<file path="config.mk">
export PLATFORM = sky130hd
export DESIGN_NAME = dpht_ram
export DESIGN_NICKNAME = d
export VERILOG_FILES = /design/src/rtl/core/dpht_ram.sv
export SDC_FILE = /design/constraint.sdc
export NUM_CORES = 2
export LEC_CHECK = 0
export BUFFER_PORTS_ARGS = -buffer_cell sky130_fd_sc_hd__buf_2
export CAP_MARGIN = 20
export CORE_MARGIN = 2
export CORE_UTILIZATION = 40
export DETAILED_ROUTE_END_ITERATION = 7
export GPL_TIMING_DRIVEN = 0
export PLACE_DENSITY = 0.64
export REMOVE_ABC_BUFFERS = 1
export SYNTH_ARGS = -nofsm -noshare
export SYNTH_HDL_FRONTEND = slang
export SYNTH_SLANG_ARGS = --single-unit
export TNS_END_PERCENT = 100
</file>
<file path="constraint.sdc">
create_clock -name clock -period 4.25 [get_ports clock]
set_input_delay 0.425 -clock clock [delete_from_list [all_inputs] [get_ports clock]]
set_output_delay 0.425 -clock clock [all_outputs]
set_load 0.005 [all_outputs]
</file>
<file path="src/rtl/core/dpht_ram.sv">
// Generic single-port-write, single-port-read RAM with a registered read.
module dpht_ram #(
   parameter int WIDTH = 16,
   parameter int DEPTH = 256
) (
   input  logic                     clock,
   input  logic                     wr_en,
   input  logic [$clog2(DEPTH)-1:0] wr_addr,
   input  logic [WIDTH-1:0]         wr_data,
   input  logic                     rd_en,
   input  logic [$clog2(DEPTH)-1:0] rd_addr,
   output logic [WIDTH-1:0]         rd_data
);

   logic [WIDTH-1:0] mem_ff [DEPTH];
   logic [WIDTH-1:0] rd_data_ff;

   // Write port.
   always_ff @(posedge clock) begin
      if (wr_en) begin
         mem_ff[wr_addr] <= wr_data;
      end
   end

   // Registered read port.
   always_ff @(posedge clock) begin
      if (rd_en) begin
         rd_data_ff <= mem_ff[rd_addr];
      end
   end

   assign rd_data = rd_data_ff;

endmodule

</file>
==> out/qor.csv <==
stage,metric,value,unit
outcome,outcome,"complete, but fails checks",
outcome,failing checks,"negative hold slack, negative setup slack",
clock_tree,Root Driver,clkbuf_16,
critical_path,type of origin of the critical path,input port,
placement,IO Port Bufs,50,
pwr,LEAKAGE,56.9,nW
drt,Iter 0 DRT Violations,9900,
yosys,"Primary FF master, synth",edfxtp_1,
critical_path,CP Capture Type,flip-flop,
yosys,Syn. warnings,0,
clock_tree,"Clk pin slew, worst setup/hold paths",60,ps
pwr,Worst IR Drop VDD,335,uV
drt,post-route ant nets,0,
floorplan,Die Height,634,microns
drt,DRC,0,
yosys,Post-synth EDFFs,4112,
clock_tree,H-tree Lvls,5,
placement,global placement routability congestion,0.843,
drt,final WL,404000,microns
yosys,Syn Area/Cell,21.6,sq um
drt,vias per cell,5.88,
critical_path,CP peak stage delay,590,ps
timing,RSZ-0062 raised after global routing,false,
critical_path,WP data arrival,5050,ps
timing,worst clock skew,58.2,ps
clock_tree,total CTS buffers,400,
floorplan,I/O pins,51,
final_layout,Final nets,7733,
yosys,Yosys reg bits,4112,
critical_path,cells along the critical path,"buf_8, buf_16, buf_16, nand2b_4, buf_16, buf_16, o221ai_1, o22ai_1, a22oi_1, nand3_1, nor4_1, buf_2",
critical_path,Buf/Inv on CP,6,
placement,DP HPWL,245000,microns
floorplan,Initial Util,40.2,%
critical_path,Worst Path Max Fanout,82,
timing,fin. max-slew vios,0,
drt,DRT Pass-1 Iters,7,
final_layout,Area Overhead vs Synth,15.0,%
timing,final setup margin,-33.4,ps
final_layout,share of layout cells above drive strength 1,26.4,%
critical_path,"CP delay by family, top",buffers and inverters,
pwr,power per cell area,458,nW/um^2
global_route,pin count of the biggest net entering global routing,149,
global_route,vias in the first global route,77100,
yosys,cells after synthesis,7360,
critical_path,Crit path top cell by count,buf_16,
timing,TNS Setup,-54.3,ps
timing,final period utilization,101,%
global_route,grt ovf,0,
final_layout,number of fillers in the final layout,31900,
clock_tree,clock latency on the worst-skew pair,920,ps
clock_tree,TritonCTS clock tree,done,
global_route,GRT Total Usage,19.8,%
timing,normalized max-slew margin,17.2,%
timing,Least-Margin Pin Slew,1240,ps
clock_tree,deepest clock path buffer count,4,
drt,Avg WL per Cell,30.5,microns
worst_hold_path,Min-Delay Path Class,input port to flip-flop,
critical_path,kind of critical path,input port to flip-flop,
final_layout,Final Instance Count excl. Fillers,13300,
drt,total number of vias,78000,
timing,Final Hold Fails,5,
timing,Tmin final,4280,ps
floorplan,die footprint,402000,sq um
yosys,synth unique cells,51,
job,max-cap violations,0,
floorplan,Core ar.,396000,sq um
timing,fmax,0.233,GHz
placement,placed insts,12500,
floorplan,die width,634,microns
global_route,initial antenna violation count,30,
yosys,Mapped Area,159000,sq um
yosys,sequential share of the synthesized area,77.7,%
timing,Setup-failing EPs final,2,
global_route,first-pass GRT wire length,571000,microns
floorplan,Cell Rows,231,
critical_path,CP max stage cell,a22oi_1,
yosys,Async SR Flop Fraction,0,%
timing,Min Hold Slack,-35.1,ps
critical_path,WP data required,5010,ps
clock_tree,clk sinks,4112,
## worst reg2reg max path, stage by stage, from the launching register on
cell and delay [ps]:
edfxtp_1 360, mux4_2 480, mux2_2 300, a221oi_1 780, o31ai_1 450, o32ai_1 290, buf_4 250, nor4_1 90
buf_2 230
## report_power, final
part	internal, mW	switching (mW)	leakage, nW	total, mW
clock network	19.7	15.0	6.16	34.7
registers	44.7	0.0243	37.0	44.8
logic	1.50	2.78	13.8	4.28
## state kept, by name, indices dropped and copies added (netlist names)
register  cells
mem_ff     4096
rd_data      16
## per-layer routing
layer / routed length (microns) / vias up / track usage (%)
met5: 27 / - / 0
met4: 17500 / 4 / 7.61
met3: 35900 / 754 / 4.04
met2: 193000 / 3814 / 31.7
met1: 157000 / 41400 / 26.6
li1: - / 32000 / -
## cell usage in the layout (no fill, tap or decap), drive strengths merged, types with 88 or more instances in the layout
master | synthesis | layout
nor3 | 92 | 92
clkinv | 0 | 162
mux2i | 565 | 565
o22ai | 148 | 148
edfxtp | 4112 | 4112
a21oi | 175 | 175
nor2 | 304 | 304
clkbuf | 230 | 487
mux2 | 88 | 88
o221ai | 253 | 253
buf | 222 | 362
mux4 | 797 | 797
## cell families after synthesis
family                 count (synthesis)  synth area share [%]
AND/OR/NAND/NOR                      556                  1.57
AO/OA/AOI/OAI                        786                  3.53
flip-flops                          4112                  77.7
multiplexers                        1450                  15.5
buffers and inverters                456                  1.69
## final timing paths
path / startpoint / endpoint / slack, ps / cells past startpoint
hold reg to reg: mem_ff[208][9]$_DFFE_PP_ / rd_data[9]$_DFFE_PP_ / 1330 / 6
setup reg to reg: mem_ff[143][7]$_DFFE_PP_ / rd_data[7]$_DFFE_PP_ / 720 / 8
setup / recovery: rd_addr[1] / rd_data[7]$_DFFE_PP_ / -30 / 12
hold / removal: wr_data[2] / mem_ff[132][2]$_DFFE_PP_ / -40 / 1
## per-stage QoR
stage               power (mW)  util (%)  hold slack [ps]  cell area (sq um)  setup WS, ps
floorplan                 47.3         -              524             156000         -2810
global placement          52.5      41.2              834             163000        -51070
detailed placement        49.8      42.8              644             169000         -2710
CTS                       84.2      46.1             2.40             183000          22.3
global route              85.9      46.2             5.26             183000          15.1
finish                    83.7      46.2            -35.1             183000         -33.4
## timing repair
item	4_1_cts	5_1_grt
endpoints found under the setup margin	16	7
gates resized for setup	22	6
hold endpoints to repair	111	0
hold buffers	11	0
buffers inserted	0	2
pin swaps	1	1
gates cloned	11	2
## cell usage after synthesis (all sizes together) (21+ instances only)
cell	n	area (sq um)
o22ai	148	926
a221oi	28	245
a21oi	175	876
a22oi	43	323
o21ai	38	190
nor3	92	460
nand2	38	143
mux2	88	991
nand4	26	163
mux2i	565	5660
o221ai	253	2220
edfxtp	4112	123000
clkbuf	230	863
buf	222	1810
a22o	32	280
mux4	797	17900
nor2	304	1140
o32ai	21	191
nand3	35	175
## layout make-up
type,count,area [sq um],area share [%]
inverters,4,30.0,0.0164
multi-input cells,2794,33700,18.4
flip-flops and latches,4112,123000,67.6
diodes,18,45.0,0.0247
clock inverters,229,2220,1.22
clock buffers,483,10500,5.73
well taps,5242,6560,3.59
repair buffers,386,6260,3.43
No activity file was read; power rests on OpenSTA's default activity.
