File: src/rtl/core/dpht_pkg.sv
// Shared types, constants and helper functions for the depth-preferred hash table.
package dpht_pkg;

   // Table geometry. The slot is the low bits of the hash, so the entry count
   // must be a power of two.
   localparam int TABLE_ENTRIES = 65536;
   localparam int SLOT_BITS     = $clog2(TABLE_ENTRIES);
   localparam int ENTRY_WIDTH   = 16;
   localparam int HASH_WIDTH    = 64;
   localparam int INDEX_WIDTH   = 11;
   localparam int DEPTH_WIDTH   = 3;
   localparam int KIND_WIDTH    = 2;

   // Request function codes.
   localparam logic FUNC_INSERT = 1'b0;
   localparam logic FUNC_PROBE  = 1'b1;

   typedef logic [SLOT_BITS-1:0]   slot_type;
   typedef logic [ENTRY_WIDTH-1:0] entry_type;
   typedef logic [HASH_WIDTH-1:0]  hash_type;
   typedef logic [INDEX_WIDTH-1:0] index_type;
   typedef logic [DEPTH_WIDTH-1:0] depth_type;
   typedef logic [KIND_WIDTH-1:0]  kind_type;

   // Status of the clearing sweep that runs after reset.
   typedef struct packed {
      logic     active;
      slot_type addr;
   } clear_status_type;

   // Packs index, depth and type into one table word.
   function automatic entry_type pack_entry(index_type idx, depth_type depth, kind_type kind);
      pack_entry = {idx, depth, kind};
   endfunction

   // Extracts the stored depth of a table word.
   function automatic depth_type entry_depth(entry_type word);
      entry_depth = word[DEPTH_WIDTH+KIND_WIDTH-1:KIND_WIDTH];
   endfunction

   // Extracts the stored move-set index of a table word.
   function automatic index_type entry_index(entry_type word);
      entry_index = word[ENTRY_WIDTH-1:ENTRY_WIDTH-INDEX_WIDTH];
   endfunction

endpackage

File: src/rtl/core/dpht_clear.sv
// Clearing sweep that zeroes every table slot after reset, one slot per cycle.
module dpht_clear (
   input  logic                        clock,
   input  logic                        reset,
   output dpht_pkg::clear_status_type  status
);
   import dpht_pkg::*;

   logic     active_ff;
   logic     active_in;
   slot_type addr_ff;
   slot_type addr_in;

   // Walk the address from zero to the last slot, then stop.
   always_comb begin
      active_in = active_ff;
      addr_in   = addr_ff;
      if (active_ff) begin
         addr_in = addr_ff + slot_type'(1);
         if (addr_ff == slot_type'(TABLE_ENTRIES - 1)) begin
            active_in = 1'b0;
         end
      end
   end

   always_ff @(posedge clock) begin
      if (reset) begin
         active_ff <= 1'b1;
         addr_ff   <= '0;
      end else begin
         active_ff <= active_in;
         addr_ff   <= addr_in;
      end
   end

   assign status.active = active_ff;
   assign status.addr   = addr_ff;

endmodule

File: config.mk
export PLATFORM = sky130hd
export DESIGN_NAME = dpht_clear
export DESIGN_NICKNAME = d
export VERILOG_FILES = /design/src/rtl/core/dpht_pkg.sv /design/src/rtl/core/dpht_clear.sv
export SDC_FILE = /design/constraint.sdc
export NUM_CORES = 1
export LEC_CHECK = 0
export BUFFER_PORTS_ARGS = -buffer_cell sky130_fd_sc_hd__buf_2
export CORE_MARGIN = 3
export CORE_UTILIZATION = 45
export DETAILED_ROUTE_END_ITERATION = 8
export GPL_ROUTABILITY_DRIVEN = 0
export PLACE_DENSITY_LB_ADDON = 0.08
export SLEW_MARGIN = 20
export SYNTH_ARGS = -nofsm -noshare
export SYNTH_HDL_FRONTEND = slang
export SYNTH_SLANG_ARGS = --single-unit
File: constraint.sdc
create_clock -name clock -period 1.65 [get_ports clock]
set_clock_uncertainty 0.15 [all_clocks]
set_input_delay 0 -clock clock [delete_from_list [all_inputs] [get_ports clock]]
set_output_delay 0 -clock clock [all_outputs]
set_load 0.01 [all_outputs]
==> Implementation_results.wiki <==
{| class="wikitable"
! Metric !! Value
|-
| Outcome || finished clean
|-
| Last element of the critical path || addr_ff[14]$_SDFFE_PP0P_
|-
| Top fanout value on the critical path || 4
|-
| Starting density of the core || 0.4870
|-
| Num rows || 14
|-
| Min Hold Slack || 358.5 ps
|-
| Clock tree from TritonCTS || built
|-
| Cells on worst reg2reg path || 5
|-
| Mean post-synth cell area || 9.045 µm²
|-
| Clock-pin slew of the registers on the worst-case setup and hold paths || 100 ps
|-
| Commonest cells after routing, fill and taps aside || 18 x buf_2, 15 x dfxtp_1, 13 x nor2_1, 10 x xor2_1, 9 x buf_4
|-
| Clock tree buffer depth || 2
|-
| Total length of routed wires || 1452 µm
|-
| H-Tree Level Count || 1
|-
| Total power divided by cell area || 720.5 nW/µm²
|-
| Hold violation total from the final report || 0
|-
| Tightest slew margin relative to the limit || 0.7945
|-
| Final setup fails || 0
|-
| Worst skew pair latency || 290 ps
|-
| Maximum clock frequency || 0.6517 GHz
|-
| Number of DRC markers after the initial detailed-route iteration || 4
|-
| NumNets Final || 113
|-
| Non-Filler Cell Area, Final || 934.6 µm²
|-
| Worst setup path class || flip-flop to flip-flop
|-
| Mapped Cells || 83
|-
| Pre-CTS setup slack || 72.65 ps
|-
| Actual slew at the worst max-slew pin || 308.2 ps
|-
| Launch instance of the worst register-to-register path || addr_ff[0]$_SDFFE_PP0P_
|-
| Wire length per cell || 11.62 µm
|-
| Global-route wire length before repair || 2380 µm
|-
| Number of enable flip-flop cells after synthesis || 0
|-
| Register bit total from synthesis || 17
|-
| Static Leak || 0.4282 nW
|-
| I/O Pins || 19
|-
| Post-route setup TNS || 0 ps
|-
| Worst endpoint required time || 1730 ps
|-
| Number of vias per cell || 5.128
|-
| Share of the yosys chip area belonging to registers || 0.4533
|-
| Area enclosed by the die boundary || 2194 µm²
|-
| Launching instance or port of the critical path || addr_ff[0]$_SDFFE_PP0P_
|-
| Unrepaired setup endpoints after global routing || no
|-
| Initial antenna violation count || 0
|-
| Total gr overflow || 0
|-
| Syn Std Cell Area || 750.7 µm²
|-
| Root cell of the clock tree || clkbuf_4
|-
| Area Growth Syn to Fin || 24.50%
|-
| Number of design rule violations left after detail routing || 0
|-
| Height of the die || 46.85 µm
|-
| Remaining antenna violation count after routing || 0
|-
| Post-detailed-placement half-perimeter wirelength || 1080 µm
|-
| Launching element type of the critical path || flip-flop
|-
| Number of max-slew violations in the final report || 0
|-
| Fraction of final layout cells sized beyond drive strength 1 || 0.3303
|-
| Yosys synthesis warning count || 0
|-
| Max rail drop VDD || 0.4842 mV
|-
| Clock sink count || 17
|-
| Cell area after placement || 893.4 µm²
|-
| Setup Buffers After CTS || 0
|-
| I/O Buffers || 18
|-
| Vias in the first global route || 590
|-
| Setup WS post-layout || 115.6 ps
|-
| Maximum number of pins on one net before global-route repair || 18
|-
| Ys flop type || dfxtp_1
|-
| Fill cell count || 151
|-
| Total GRT Usage || 0.1482
|-
| Num CTS Buffers || 3
|-
| Reg-to-reg endpoint || addr_ff[14]$_SDFFE_PP0P_
|-
| Floorplan die width || 46.85 µm
|-
| Async S/R FF share, synth || 0
|-
| Antenna diode count || 0
|-
| Via total after detailed routing || 641
|-
| Area of the core || 1541 µm²
|-
| Most common cell after layout, fill and taps aside || buf_2
|-
| Path class of the lowest-slack min-delay path || flip-flop to flip-flop
|-
| Mapped Nets || 86
|-
| CP Data Arrival Time || 1610 ps
|-
| Final critical-path share of the clock period || 0.9299
|-
| TritonRoute pass-1 iters || 3
|-
| Count of distinct cell types in the synthesized netlist || 20
|-
| Maximum Capacitance Violations || 0
|-
| Min Clock Period, post-route || 1534 ps
|-
| Worst Setup End Kind || flip-flop
|-
| Reg2Reg Setup Slack || 120 ps
|}
## synth_stat cells (2+ instances only)
library cell  count  share of area
clkbuf_1          2          0.010
nand3_2           2          0.027
nand2_1           4          0.020
o21ai_0           4          0.027
nand3_1           3          0.020
nor2_1           13          0.065
buf_4             3          0.030
or3_1             3          0.025
and4_1            3          0.035
nand4_1           6          0.050
xor2_1           10           0.12
a21oi_1           3          0.020
and3_1            3          0.025
xnor2_1           2          0.023
dfxtp_1          17           0.45
## sequential cells by signal, indices dropped and copies added (netlist names)
signal and cells:
addr_ff 16, active_ff 1
## repair_timing
| action | CTS | global route |
|---|---|---|
| hold buffers | 1 | 0 |
| resized for setup | 0 | 3 |
| endpoints found under the hold margin | 17 | 0 |
| setup endpoints to repair | 0 | 2 |
## layer usage
metal  vias up  GRT usage  wire length (µm)
met4         0    0.06630                 9
met2        10     0.2304               671
met3         2    0.02299                56
li1        337          -                 -
met1       292     0.2019               714
met5         -          0                 0
## through the flow
| stage | util | total power (W) | cells |
|---|---|---|---|
| floorplan | - | 0.0004520 | 83 |
| global placement | 0.5795 | 0.0004627 | 120 |
| detailed placement | 0.5795 | 0.0004643 | 120 |
| CTS | 0.6039 | 0.0006888 | 125 |
| global route | 0.6063 | 0.0007044 | 125 |
| finish | 0.6063 | 0.0006735 | 125 |
## worst max-delay path, cell delays in order (launching register included)
cell,delay [ps]
dfxtp_2,370
ha_1,180
and3_1,200
nand3_2,100
or3_1,350
a21oi_1,130
## final cells by class
type / instances / area [µm²] / share of cell area
Timing Repair Buffer: 28 / 167.7 / 0.1794
Clock buffer: 3 / 22.52 / 0.02410
Tap cell: 16 / 20.02 / 0.02142
Multi-Input combinational cell: 60 / 376.6 / 0.4029
Sequential cell: 17 / 342.8 / 0.3668
Clock inverter: 1 / 5.005 / 0.005355
## logic make-up (layout without fill, tap and decap cells)
| kind of cell | count (synthesis) | after routing | share of synthesized area |
|---|---|---|---|
| AOI/OAI and AO/OA | 7 | 7 | 0.04666 |
| muxes | 1 | 1 | 0.01333 |
| xor gates and xnor gates | 12 | 12 | 0.1400 |
| buffers and inverters | 6 | 32 | 0.04666 |
| DFF | 17 | 17 | 0.4533 |
| adders and majority gates | 1 | 1 | 0.01666 |
| and+or+nand+nor | 39 | 39 | 0.2834 |
## worst min path at each step
stage / startpoint / endpoint / slack (ps) / cells past startpoint
floorplan: reset / addr_ff[5]$_SDFFE_PP0P_ / 120 / 2
detailed placement: reset / addr_ff[11]$_SDFFE_PP0P_ / 230 / 2
finish: addr_ff[15]$_SDFFE_PP0P_ / addr_ff[15]$_SDFFE_PP0P_ / 360 / 2
global placement: reset / addr_ff[10]$_SDFFE_PP0P_ / 220 / 2
global route: addr_ff[14]$_SDFFE_PP0P_ / addr_ff[14]$_SDFFE_PP0P_ / 400 / 2
CTS: addr_ff[15]$_SDFFE_PP0P_ / addr_ff[15]$_SDFFE_PP0P_ / 360 / 2
## where the power goes
part	total (W)	internal, W	switching (W)	leakage [nW]
Clock	0.000217	0.0000900	0.000127	0.0177
Combinational	0.0000334	0.0000147	0.0000187	0.272
Sequential	0.000423	0.000417	0.00000609	0.138
No activity file was read; power rests on OpenSTA's default activity.
